### src/rtl/srt_pkg.sv
// package for the shell redirection tokenizer: types, codes and character constants
package srt_pkg;

    // default width of one command-line character
    localparam int CHAR_BITS_DEFAULT = 8;

    // depth of the result queue
    localparam int RES_DEPTH = 4;
    localparam int RES_PTR_BITS = $clog2(RES_DEPTH);

    // characters that steer the parser
    localparam logic [7:0] CHR_LT    = 8'h3C;  // <
    localparam logic [7:0] CHR_GT    = 8'h3E;  // >
    localparam logic [7:0] CHR_PIPE  = 8'h7C;  // |
    localparam logic [7:0] CHR_TWO   = 8'h32;  // 2
    localparam logic [7:0] CHR_AMP   = 8'h26;  // &
    localparam logic [7:0] CHR_DQ    = 8'h22;  // double quote
    localparam logic [7:0] CHR_SQ    = 8'h27;  // single quote
    localparam logic [7:0] CHR_SPACE = 8'h20;
    localparam logic [7:0] CHR_TAB   = 8'h09;  // first of the control blanks
    localparam logic [7:0] CHR_CR    = 8'h0D;  // last of the control blanks

    // flag bits
    localparam logic [4:0] FLAG_IN         = 5'b00001;
    localparam logic [4:0] FLAG_OUT        = 5'b00010;
    localparam logic [4:0] FLAG_OUT_APPEND = 5'b00100;
    localparam logic [4:0] FLAG_ERR        = 5'b01000;
    localparam logic [4:0] FLAG_ERR_APPEND = 5'b10000;

    localparam logic [7:0] COUNT_RESET = 8'd1;
    localparam logic [7:0] COUNT_MAX   = 8'd255;

    // parser modes
    typedef enum logic [2:0] {
        MODE_NORMAL  = 3'd0,
        MODE_QUOTE   = 3'd1,
        MODE_PEND2   = 3'd2,
        MODE_PENDAMP = 3'd3,
        MODE_AFTERGT = 3'd4,
        MODE_SKIP    = 3'd5,
        MODE_NAME    = 3'd6
    } mode_t;

    // result kinds
    typedef enum logic [2:0] {
        KIND_CMD    = 3'd0,
        KIND_BOUND  = 3'd1,
        KIND_START  = 3'd2,
        KIND_NAMECH = 3'd3,
        KIND_DONE   = 3'd4
    } kind_t;

    // name targets
    typedef enum logic [1:0] {
        TGT_IN      = 2'd0,
        TGT_OUT     = 2'd1,
        TGT_ERR     = 2'd2,
        TGT_OUT_ERR = 2'd3
    } target_t;

    // one result transaction
    typedef struct packed {
        kind_t      kind;
        logic [7:0] chr;
        target_t    tgt;
        logic [4:0] flags;
        logic [7:0] count;
        logic       last;
    } result_t;

endpackage

### src/rtl/shell_redirection_tokenizer_core.sv
// shell redirection tokenizer: character parser with a small result queue
//
// Usage: command-line characters enter on the input channel (ch, end_of_line)
// under in_valid / in_stall; results leave on the output channel (out_kind,
// out_char, target, flags, command_count, last) under out_valid / out_stall.
// A transaction is taken at a rising edge with valid high and stall low.
// Each input transaction yields zero, one or two result transactions; last
// marks the final one belonging to that input. end_of_line yields the line
// done result with the flags and command count and returns the parser to its
// reset state.
// The results of an input are registered in the queue and reach the output
// behind any earlier results still waiting there. Throughput: one input per
// cycle while in_stall is low; the output side moves one result per cycle
// while out_stall is low, so two-result inputs drain at that rate.
// The parser state is updated in the acceptance cycle and the results are
// written into a four entry queue; in_stall rises when fewer than two queue
// entries are free, so a receiver stall fills the queue and then stalls the
// input side while nothing is lost.
// Reset (rst_n low, asynchronous) empties the queue and puts the parser in
// normal text mode with flags zero and command count one.
module shell_redirection_tokenizer_core #(
    parameter int CHAR_BITS = srt_pkg::CHAR_BITS_DEFAULT
) (
    input  logic                 clk,
    input  logic                 rst_n,
    // input channel
    input  logic                 in_valid,
    output logic                 in_stall,
    input  logic [CHAR_BITS-1:0] ch,
    input  logic                 end_of_line,
    // output channel
    output logic                 out_valid,
    input  logic                 out_stall,
    output logic [2:0]           out_kind,
    output logic [7:0]           out_char,
    output logic [1:0]           target,
    output logic [4:0]           flags,
    output logic [7:0]           command_count,
    output logic                 last
);

    localparam int PTR_BITS = srt_pkg::RES_PTR_BITS;
    localparam int CNT_BITS = PTR_BITS + 1;

    // parser state
    srt_pkg::mode_t   mode_reg, mode_next;
    logic             quote_dq_reg, quote_dq_next;
    srt_pkg::target_t dest_reg, dest_next;
    logic [4:0]       flag_reg, flag_next;
    logic [7:0]       pipe_reg, pipe_next;

    // result queue
    srt_pkg::result_t     queue_reg [srt_pkg::RES_DEPTH];
    logic [PTR_BITS-1:0]  wr_ptr_reg, wr_ptr_next;
    logic [PTR_BITS-1:0]  rd_ptr_reg, rd_ptr_next;
    logic [CNT_BITS-1:0]  count_reg, count_next;

    logic in_fire;
    logic out_fire;

    // character classes
    logic is_gt, is_lt, is_pipe, is_two, is_amp, is_dq, is_sq, is_blank, ends_name;
    logic quote_close;
    logic pend_mode;
    logic pre_valid;
    srt_pkg::mode_t eff_mode;

    // results of this input
    srt_pkg::result_t pre_res, main_res, res0, res1;
    logic             main_valid;
    logic [1:0]       res_num;

    assign in_fire  = in_valid && !in_stall;
    assign out_fire = out_valid && !out_stall;

    // stall while fewer than two free queue entries
    assign in_stall  = count_reg > CNT_BITS'(srt_pkg::RES_DEPTH - 2);
    assign out_valid = count_reg != '0;

    // character decode
    always_comb
    begin
        is_gt    = ch == CHAR_BITS'(srt_pkg::CHR_GT);
        is_lt    = ch == CHAR_BITS'(srt_pkg::CHR_LT);
        is_pipe  = ch == CHAR_BITS'(srt_pkg::CHR_PIPE);
        is_two   = ch == CHAR_BITS'(srt_pkg::CHR_TWO);
        is_amp   = ch == CHAR_BITS'(srt_pkg::CHR_AMP);
        is_dq    = ch == CHAR_BITS'(srt_pkg::CHR_DQ);
        is_sq    = ch == CHAR_BITS'(srt_pkg::CHR_SQ);
        is_blank = (ch == CHAR_BITS'(srt_pkg::CHR_SPACE))
                   || (ch >= CHAR_BITS'(srt_pkg::CHR_TAB) && ch <= CHAR_BITS'(srt_pkg::CHR_CR));
        ends_name   = is_blank || is_lt || is_gt || is_pipe;
        quote_close = quote_dq_reg ? is_dq : is_sq;
    end

    // resolve the mode that finally handles this character
    always_comb
    begin
        srt_pkg::mode_t m1;
        srt_pkg::mode_t m2;
        pend_mode = (mode_reg == srt_pkg::MODE_PEND2) || (mode_reg == srt_pkg::MODE_PENDAMP);
        pre_valid = pend_mode && (end_of_line || !is_gt);
        // pending 2 or & falls back to normal text, lone > goes on to blank skip
        unique case (mode_reg)
            srt_pkg::MODE_NORMAL:  m1 = srt_pkg::MODE_NORMAL;
            srt_pkg::MODE_QUOTE:   m1 = srt_pkg::MODE_QUOTE;
            srt_pkg::MODE_PEND2:   m1 = is_gt ? srt_pkg::MODE_PEND2 : srt_pkg::MODE_NORMAL;
            srt_pkg::MODE_PENDAMP: m1 = is_gt ? srt_pkg::MODE_PENDAMP : srt_pkg::MODE_NORMAL;
            srt_pkg::MODE_AFTERGT: m1 = is_gt ? srt_pkg::MODE_AFTERGT : srt_pkg::MODE_SKIP;
            srt_pkg::MODE_SKIP:    m1 = srt_pkg::MODE_SKIP;
            srt_pkg::MODE_NAME:    m1 = srt_pkg::MODE_NAME;
            default:               m1 = srt_pkg::MODE_NORMAL;
        endcase
        // first non-blank starts the name
        m2 = (m1 == srt_pkg::MODE_SKIP && !is_blank) ? srt_pkg::MODE_NAME : m1;
        // a name terminator goes back to normal text and is handled there
        eff_mode = (m2 == srt_pkg::MODE_NAME && ends_name) ? srt_pkg::MODE_NORMAL : m2;
    end

    // next parser state
    always_comb
    begin
        mode_next     = mode_reg;
        quote_dq_next = quote_dq_reg;
        dest_next     = dest_reg;
        flag_next     = flag_reg;
        pipe_next     = pipe_reg;
        if (end_of_line)
        begin
            mode_next     = srt_pkg::MODE_NORMAL;
            quote_dq_next = 1'b0;
            dest_next     = srt_pkg::TGT_IN;
            flag_next     = '0;
            pipe_next     = srt_pkg::COUNT_RESET;
        end
        else
        begin
            mode_next = eff_mode;
            unique case (eff_mode)
                srt_pkg::MODE_NORMAL:
                begin
                    if (is_dq || is_sq)
                    begin
                        mode_next     = srt_pkg::MODE_QUOTE;
                        quote_dq_next = is_dq;
                    end
                    else if (is_lt)
                    begin
                        flag_next = flag_reg | srt_pkg::FLAG_IN;
                        dest_next = srt_pkg::TGT_IN;
                        mode_next = srt_pkg::MODE_SKIP;
                    end
                    else if (is_gt)
                    begin
                        flag_next = flag_reg | srt_pkg::FLAG_OUT;
                        dest_next = srt_pkg::TGT_OUT;
                        mode_next = srt_pkg::MODE_AFTERGT;
                    end
                    else if (is_two)
                    begin
                        mode_next = srt_pkg::MODE_PEND2;
                    end
                    else if (is_amp)
                    begin
                        mode_next = srt_pkg::MODE_PENDAMP;
                    end
                    else if (is_pipe)
                    begin
                        if (pipe_reg != srt_pkg::COUNT_MAX)
                        begin
                            pipe_next = pipe_reg + 8'd1;
                        end
                    end
                end
                srt_pkg::MODE_QUOTE:
                begin
                    if (quote_close)
                    begin
                        mode_next     = srt_pkg::MODE_NORMAL;
                        quote_dq_next = 1'b0;
                    end
                end
                srt_pkg::MODE_PEND2:
                begin
                    flag_next = flag_reg | srt_pkg::FLAG_ERR;
                    dest_next = srt_pkg::TGT_ERR;
                    mode_next = srt_pkg::MODE_AFTERGT;
                end
                srt_pkg::MODE_PENDAMP:
                begin
                    flag_next = flag_reg | srt_pkg::FLAG_OUT | srt_pkg::FLAG_ERR;
                    dest_next = srt_pkg::TGT_OUT_ERR;
                    mode_next = srt_pkg::MODE_AFTERGT;
                end
                srt_pkg::MODE_AFTERGT:
                begin
                    // second > turns on append for the current target
                    if (dest_reg == srt_pkg::TGT_OUT || dest_reg == srt_pkg::TGT_OUT_ERR)
                    begin
                        flag_next = flag_next | srt_pkg::FLAG_OUT_APPEND;
                    end
                    if (dest_reg == srt_pkg::TGT_ERR || dest_reg == srt_pkg::TGT_OUT_ERR)
                    begin
                        flag_next = flag_next | srt_pkg::FLAG_ERR_APPEND;
                    end
                    mode_next = srt_pkg::MODE_SKIP;
                end
                srt_pkg::MODE_SKIP:
                begin
                    mode_next = srt_pkg::MODE_SKIP;
                end
                srt_pkg::MODE_NAME:
                begin
                    mode_next = srt_pkg::MODE_NAME;
                end
                default:
                begin
                    mode_next = srt_pkg::MODE_NORMAL;
                end
            endcase
        end
    end

    // results of this input
    always_comb
    begin
        pre_res       = '0;
        pre_res.kind  = srt_pkg::KIND_CMD;
        pre_res.chr   = (mode_reg == srt_pkg::MODE_PEND2) ? srt_pkg::CHR_TWO : srt_pkg::CHR_AMP;
        main_res      = '0;
        main_valid    = 1'b0;
        if (end_of_line)
        begin
            main_valid     = 1'b1;
            main_res.kind  = srt_pkg::KIND_DONE;
            main_res.flags = flag_reg;
            main_res.count = pipe_reg;
        end
        else
        begin
            unique case (eff_mode)
                srt_pkg::MODE_NORMAL:
                begin
                    if (is_lt)
                    begin
                        main_valid    = 1'b1;
                        main_res.kind = srt_pkg::KIND_START;
                        main_res.tgt  = srt_pkg::TGT_IN;
                    end
                    else if (is_gt)
                    begin
                        main_valid    = 1'b1;
                        main_res.kind = srt_pkg::KIND_START;
                        main_res.tgt  = srt_pkg::TGT_OUT;
                    end
                    else if (is_pipe)
                    begin
                        main_valid    = 1'b1;
                        main_res.kind = srt_pkg::KIND_BOUND;
                    end
                    else if (!is_two && !is_amp)
                    begin
                        main_valid    = 1'b1;
                        main_res.kind = srt_pkg::KIND_CMD;
                        main_res.chr  = ch[7:0];
                    end
                end
                srt_pkg::MODE_QUOTE:
                begin
                    main_valid    = 1'b1;
                    main_res.kind = srt_pkg::KIND_CMD;
                    main_res.chr  = ch[7:0];
                end
                srt_pkg::MODE_PEND2:
                begin
                    main_valid    = 1'b1;
                    main_res.kind = srt_pkg::KIND_START;
                    main_res.tgt  = srt_pkg::TGT_ERR;
                end
                srt_pkg::MODE_PENDAMP:
                begin
                    main_valid    = 1'b1;
                    main_res.kind = srt_pkg::KIND_START;
                    main_res.tgt  = srt_pkg::TGT_OUT_ERR;
                end
                srt_pkg::MODE_NAME:
                begin
                    main_valid    = 1'b1;
                    main_res.kind = srt_pkg::KIND_NAMECH;
                    main_res.chr  = ch[7:0];
                    main_res.tgt  = dest_reg;
                end
                default:
                begin
                    main_valid = 1'b0;
                end
            endcase
        end
        main_res.last = 1'b1;
        pre_res.last  = !main_valid;
        res0    = pre_valid ? pre_res : main_res;
        res1    = main_res;
        res_num = {1'b0, pre_valid} + {1'b0, main_valid};
    end

    // queue pointers and fill count
    always_comb
    begin
        wr_ptr_next = wr_ptr_reg;
        rd_ptr_next = rd_ptr_reg;
        count_next  = count_reg;
        if (in_fire)
        begin
            wr_ptr_next = wr_ptr_reg + PTR_BITS'(res_num);
            count_next  = count_next + CNT_BITS'(res_num);
        end
        if (out_fire)
        begin
            rd_ptr_next = rd_ptr_reg + PTR_BITS'(1);
            count_next  = count_next - CNT_BITS'(1);
        end
    end

    // control registers
    always_ff @(posedge clk or negedge rst_n)
    begin
        if (!rst_n)
        begin
            mode_reg     <= srt_pkg::MODE_NORMAL;
            quote_dq_reg <= 1'b0;
            dest_reg     <= srt_pkg::TGT_IN;
            flag_reg     <= '0;
            pipe_reg     <= srt_pkg::COUNT_RESET;
            wr_ptr_reg   <= '0;
            rd_ptr_reg   <= '0;
            count_reg    <= '0;
        end
        else
        begin
            if (in_fire)
            begin
                mode_reg     <= mode_next;
                quote_dq_reg <= quote_dq_next;
                dest_reg     <= dest_next;
                flag_reg     <= flag_next;
                pipe_reg     <= pipe_next;
            end
            wr_ptr_reg <= wr_ptr_next;
            rd_ptr_reg <= rd_ptr_next;
            count_reg  <= count_next;
        end
    end

    // queue payload
    always_ff @(posedge clk)
    begin
        if (in_fire && res_num != 2'd0)
        begin
            queue_reg[wr_ptr_reg] <= res0;
        end
        if (in_fire && res_num == 2'd2)
        begin
            queue_reg[wr_ptr_reg + PTR_BITS'(1)] <= res1;
        end
    end

    // output fields
    always_comb
    begin
        srt_pkg::result_t head;
        head          = queue_reg[rd_ptr_reg];
        out_kind      = head.kind;
        out_char      = head.chr;
        target        = head.tgt;
        flags         = head.flags;
        command_count = head.count;
        last          = head.last;
    end

    // queue never overflows
    assert property (@(posedge clk) disable iff (!rst_n)
        count_reg <= CNT_BITS'(srt_pkg::RES_DEPTH))
        else $error("result queue overflow");

    // end of line returns the parser to its reset state
    assert property (@(posedge clk) disable iff (!rst_n)
        in_fire && end_of_line |=> mode_reg == srt_pkg::MODE_NORMAL
                                   && flag_reg == '0 && pipe_reg == srt_pkg::COUNT_RESET)
        else $error("parser state not cleared at end of line");

    // command count is never zero
    assert property (@(posedge clk) disable iff (!rst_n)
        pipe_reg != '0)
        else $error("command count reached zero");

    // flags and count only travel with line done
    assert property (@(posedge clk) disable iff (!rst_n)
        out_valid && out_kind != srt_pkg::KIND_DONE |-> flags == '0 && command_count == '0)
        else $error("flags or count on a result other than line done");

    // a lone 2 or & followed by a character other than >, 2 or & gives two results
    assert property (@(posedge clk) disable iff (!rst_n)
        in_fire && pend_mode && !end_of_line && !is_gt && !is_two && !is_amp
        |-> res_num == 2'd2)
        else $error("pending character lost");

endmodule

### config.mk
export PLATFORM = sky130hd
export DESIGN_NAME = shell_redirection_tokenizer_core
export DESIGN_NICKNAME = d
export VERILOG_FILES = /design/src/rtl/srt_pkg.sv /design/src/rtl/shell_redirection_tokenizer_core.sv
export SDC_FILE = /design/constraint.sdc
export NUM_CORES = 1
export LEC_CHECK = 0
export BUFFER_PORTS_ARGS = -buffer_cell sky130_fd_sc_hd__buf_2
export CAP_MARGIN = 25
export CORE_UTILIZATION = 45
export CTS_CLUSTER_SIZE = 20
export DETAILED_ROUTE_END_ITERATION = 16
export HOLD_SLACK_MARGIN = 0.03
export PLACE_DENSITY = 0.63
export SLEW_MARGIN = 20
export SYNTH_ARGS = -nofsm -noshare
export SYNTH_HDL_FRONTEND = slang
export SYNTH_SLANG_ARGS = --single-unit
export TNS_END_PERCENT = 10
### constraint.sdc
create_clock -name clk -period 3.95 [get_ports clk]
set_input_delay 0.9875 -clock clk [delete_from_list [all_inputs] [get_ports clk]]
set_output_delay 0.9875 -clock clk [all_outputs]
set_load 0.1 [all_outputs]
==> results <==
- The latest clock arrival within the worst-skew pair is 0.43 ns.
- The initial antenna violation count is 0.
- After clock tree synthesis, the clock-pin slew on the worst setup and hold paths is 0.06 ns.
- The smallest setup slack after layout is 0.1593 ns.
- For this run, the total global-route usage over all layers was measured as 0.2350.
- Across all register-to-register paths, the minimum setup slack is around 0.66 ns.
- The flip-flop count of the largest register, all copies and words added is about 110.
- The final critical-path required period is between 3 and 4 ns.
- The capture endpoint of the worst hold path is queue_reg[1][0].
- For this design the static power due to leakage is between 3 and 4 nW.
- The CTS tree is built.
- Once layout is complete, the utilization of the core stands at 0.5721.
- The type of the worst min-delay path is register to register.
- STA classifies the critical path startpoint as an input port.
- The number of global-route vias before repair was ~5,000.
- The wire length of the first global-routing pass is between 20 and 30 mm.
- The internal power contribution is between 0.003 and 0.004 W.
- Of the available clock period, the critical path in the final layout requires 0.9597.
- 42 I/O pins were placed.
- Data arrives at the worst endpoint at slightly above 4 ns.
- The most common cell in the netlist is sky130_fd_sc_hd__edfxtp_1.
- Yosys mapped a number of flops with a built-in enable equal to 104.
- The H-tree depth is 4.
- In this run the power density over the cells is 815.2 nW/um^2.
- The combinational share of power is 0.468.
- The fraction of the yosys area taken by sequential cells is 0.5771.
- The detailed placement HPWL is roughly 12 mm.
- In the synthesized netlist the async set-or-reset flop fraction comes to 0.1940.
- The post-route DRC violation count is 0.
- The predominant post-synthesis flop cell is sky130_fd_sc_hd__edfxtp_1.
- The setup-violating endpoint count in the final report is 0.
- Once layout is complete, the cells apart from fillers number between 800 and 900.
- Between clock sinks in the finished design, the worst skew comes to between 0.007 and 0.008 ns.
- Across all layers, the routed design uses approximately 4,900 vias.
- The residual antenna-violating net count after detailed routing is 0.
- The number of cells on the worst reg-to-reg path is 14.
- Buffers placed on the I/O ports in this run total 41.
- Setup repair after global routing left no endpoint under its margin.
- By area the synthesized netlist is led by sky130_fd_sc_hd__edfxtp_1, sky130_fd_sc_hd__dfrtp_1, sky130_fd_sc_hd__mux4_2.
- The global placer's final weighted congestion is roughly 0.94.
- Wires add up to ~16 mm.
- The slew at the pin closest to its max-slew limit is 0.6080 ns.
- The final hold slack is 0.4671 ns.
- The number of endpoints with negative hold slack in the final report is 0.
- The number of distinct library cells after synthesis is 59.
- Along the worst hold path, the cell count comes to 1.
- The average vias per placed instance is about 5.7.
- The site row count is 44.
- The tree built by TritonCTS fans out to roughly 130 sinks.
- The number of warnings issued by yosys is 0.
- The post-synthesis instance area is roughly 6700 um^2.
- The die covers around 15,000 um^2.
- In the synthesized netlist, the cells that appear most often are sky130_fd_sc_hd__edfxtp_1, sky130_fd_sc_hd__nor2_1, sky130_fd_sc_hd__nand2_1.
- STA classifies the critical path endpoint as a register.
- The layout cell share with drive strength beyond 1 is 0.2965.
- After the first detailed-routing iteration, the DRC count stood at around 380.
- The endpoint identified for the worst register-to-register timing path is count_reg[2].
- Of the total power, the clock network draws 0.246.
- The number of nets in the synthesized netlist is around 600.
- The source of the worst register-to-register timing path is mode_reg[2].
- The floorplan step defined a core boundary enclosing between 10,000 and 15,000 um^2.
- Buffers inserted to repair hold after CTS numbered 0.
- The antenna diode count is 0.
- The leading area contributor after synthesis is sky130_fd_sc_hd__edfxtp_1.
- TritonCTS created 17 clock buffers.
- Data on the critical path is required at its endpoint by ~4.3 ns.
- The synthesized design contains between 100 and 150 register bits.
- For this run, the post-layout net count is 696.
- The worst IR drop on VDD is 570.2 uV.
- The critical path class is input port to register.
- Clock tree synthesis selected as its root buffer the cell sky130_fd_sc_hd__clkbuf_16.
- The number of iterations in the first detailed-routing pass is 5.
- The net switching fraction of the power is 0.4539.
- The pin count of the biggest net entering global routing is 32.
- In this run the mean area of a mapped cell was approximately 12 um^2.
- The initial utilization of the core area, before any placement, comes to 0.4596.
- The share of synthesized area in the top cell type comes to 0.4675.
- The portion of total power attributed to sequential cells is 0.286.
- In this run the power spent charging and discharging nets is just over 0.003 W.
- The final number of max-transition violations is 0.
- After detailed routing, the average wire length per cell comes to roughly 19 um.
- Summed over all layers, the global routing overflow is 0.
- Timing analysis after detailed placement gives a worst setup slack of -0.3508 ns.
- The maximum clock path buffer count is 2.
- Relative to the synthesized area, the layout overhead comes to 24.48%.
- The flow ran to the end, and the final reports show no timing, DRC or antenna violations.
- Static timing analysis puts the maximum clock frequency at approximately 260 MHz.
- Headroom to the max-slew limit came out at 0.5904.
- The count of max-cap constraint violations is 0.
- In the synthesized netlist, the number of instances is 571.
- The die boundary width is 123.8 um.
- In this run the vertical extent of the chip is 123.8 um.
- Once placement completed, the tool counted placed cells totaling 840.
- Of all nets on the critical path, the largest fanout is 6.
- In this run the most critical hold path is launched from queue_reg[1][0].
worst max-delay path, cell delays in order:
cell and delay [ns]:
sky130_fd_sc_hd__buf_2 0.13, sky130_fd_sc_hd__or4b_4 0.56, sky130_fd_sc_hd__a21oi_4 0.17, sky130_fd_sc_hd__o21ai_2 0.09, sky130_fd_sc_hd__buf_4 0.16, sky130_fd_sc_hd__nand4_1 0.12, sky130_fd_sc_hd__a211oi_2 0.09, sky130_fd_sc_hd__a211o_1 0.29
sky130_fd_sc_hd__inv_1 0.10, sky130_fd_sc_hd__ha_4 0.21, sky130_fd_sc_hd__ha_1 0.17, sky130_fd_sc_hd__inv_1 0.06, sky130_fd_sc_hd__fa_1 0.41, sky130_fd_sc_hd__nor2_1 0.12, sky130_fd_sc_hd__a21oi_2 0.06, sky130_fd_sc_hd__ha_1 0.20
sky130_fd_sc_hd__nand2_1 0.07, sky130_fd_sc_hd__xor2_1 0.15
timing repair:
item / CTS / global route
setup buffers: 0 / 0
setup endpoints to repair: 0 / 1
gates resized for setup: 0 / 4
stage by stage:
step	TNS (ns)	area, um^2	total power (W)
after floorplan	-2.666	6731	0.004422
after global placement	-12.56	7662	0.005104
after detailed placement	-15.40	7662	0.005138
after CTS	0	8287	0.006800
after global routing	0	8315	0.007067
final	0	8315	0.006778
cell families after synthesis:
family | count (synthesis) | share of synthesized area
XOR/XNOR | 15 | 0.01967
adder cells (fa/ha/maj) | 8 | 0.01611
AO/OA/AOI/OAI | 83 | 0.07960
flip-flops | 134 | 0.5771
multiplexers | 30 | 0.09552
buffers and inverters | 52 | 0.03109
AND/OR/NAND/NOR | 249 | 0.1809
metal layers:
| metal | track usage | wire length (um) | vias to the layer above |
|---|---|---|---|
| li1 | - | - | 2311 |
| met1 | 0.3149 | 7349 | 2440 |
| met2 | 0.3729 | 7929 | 163 |
| met3 | 0.05174 | 863 | 24 |
| met4 | 0.08961 | 292 | 0 |
| met5 | 0 | 0 | - |
power by group through the flow:
stage	sequential (W)	combinational, W	clock (W)
after global routing	0.00197	0.00335	0.00174
after global placement	0.00195	0.00315	0
after CTS	0.00194	0.00318	0.00169
final	0.00194	0.00317	0.00167
after detailed placement	0.00197	0.00317	0
after floorplan	0.00185	0.00257	0
how the worst max path moves through the flow:
| stage | slack, ns | startpoint | endpoint | cells after the start |
|---|---|---|---|---|
| floorplan | -0.06 | ch[2] | count_reg[1] | 16 |
| global placement | -0.25 | ch[0] | count_reg[2] | 17 |
| detailed placement | -0.35 | ch[0] | count_reg[2] | 17 |
| CTS | 0.10 | ch[0] | count_reg[2] | 17 |
| global route | 0.005 | ch[0] | count_reg[2] | 18 |
| finish | 0.16 | ch[0] | count_reg[2] | 18 |
area by class of cell:
| type | count | area, um^2 |
|---|---|---|
| Inverter | 19 | 86.33 |
| Clock buffer | 20 | 446.7 |
| Fill cell | 1241 | 6218 |
| Multi-Input combinational cell | 385 | 2673 |
| Tap cell | 184 | 230.2 |
| Sequential cell | 134 | 3856 |
| Timing Repair Buffer | 118 | 845.8 |
| Clock inverter | 12 | 177.7 |
cell usage in the layout, fill, tap and decap left out, drive strengths merged, types with 4 or more instances in the layout:
cell      netlist  layout
bufinv          0       4
nand2b         13      13
nand4           8       8
or3             7       7
nand3           7       7
clkbuf         17      20
ha              7       7
edfxtp        104     104
xor2            9       9
dfrtp          25      25
o21ai          20      20
xnor2           6       6
nor3           17      17
dfxtp           4       4
a31oi           6       6
inv            19      16
o22ai          11      11
clkinvlp        0       8
a21oi          23      23
a21boi          4       4
buf            16     118
and3           18      18
nor2           87      87
nand2          59      59
and2           11      11
mux4           27      27
No activity file was read; power rests on OpenSTA's default activity.
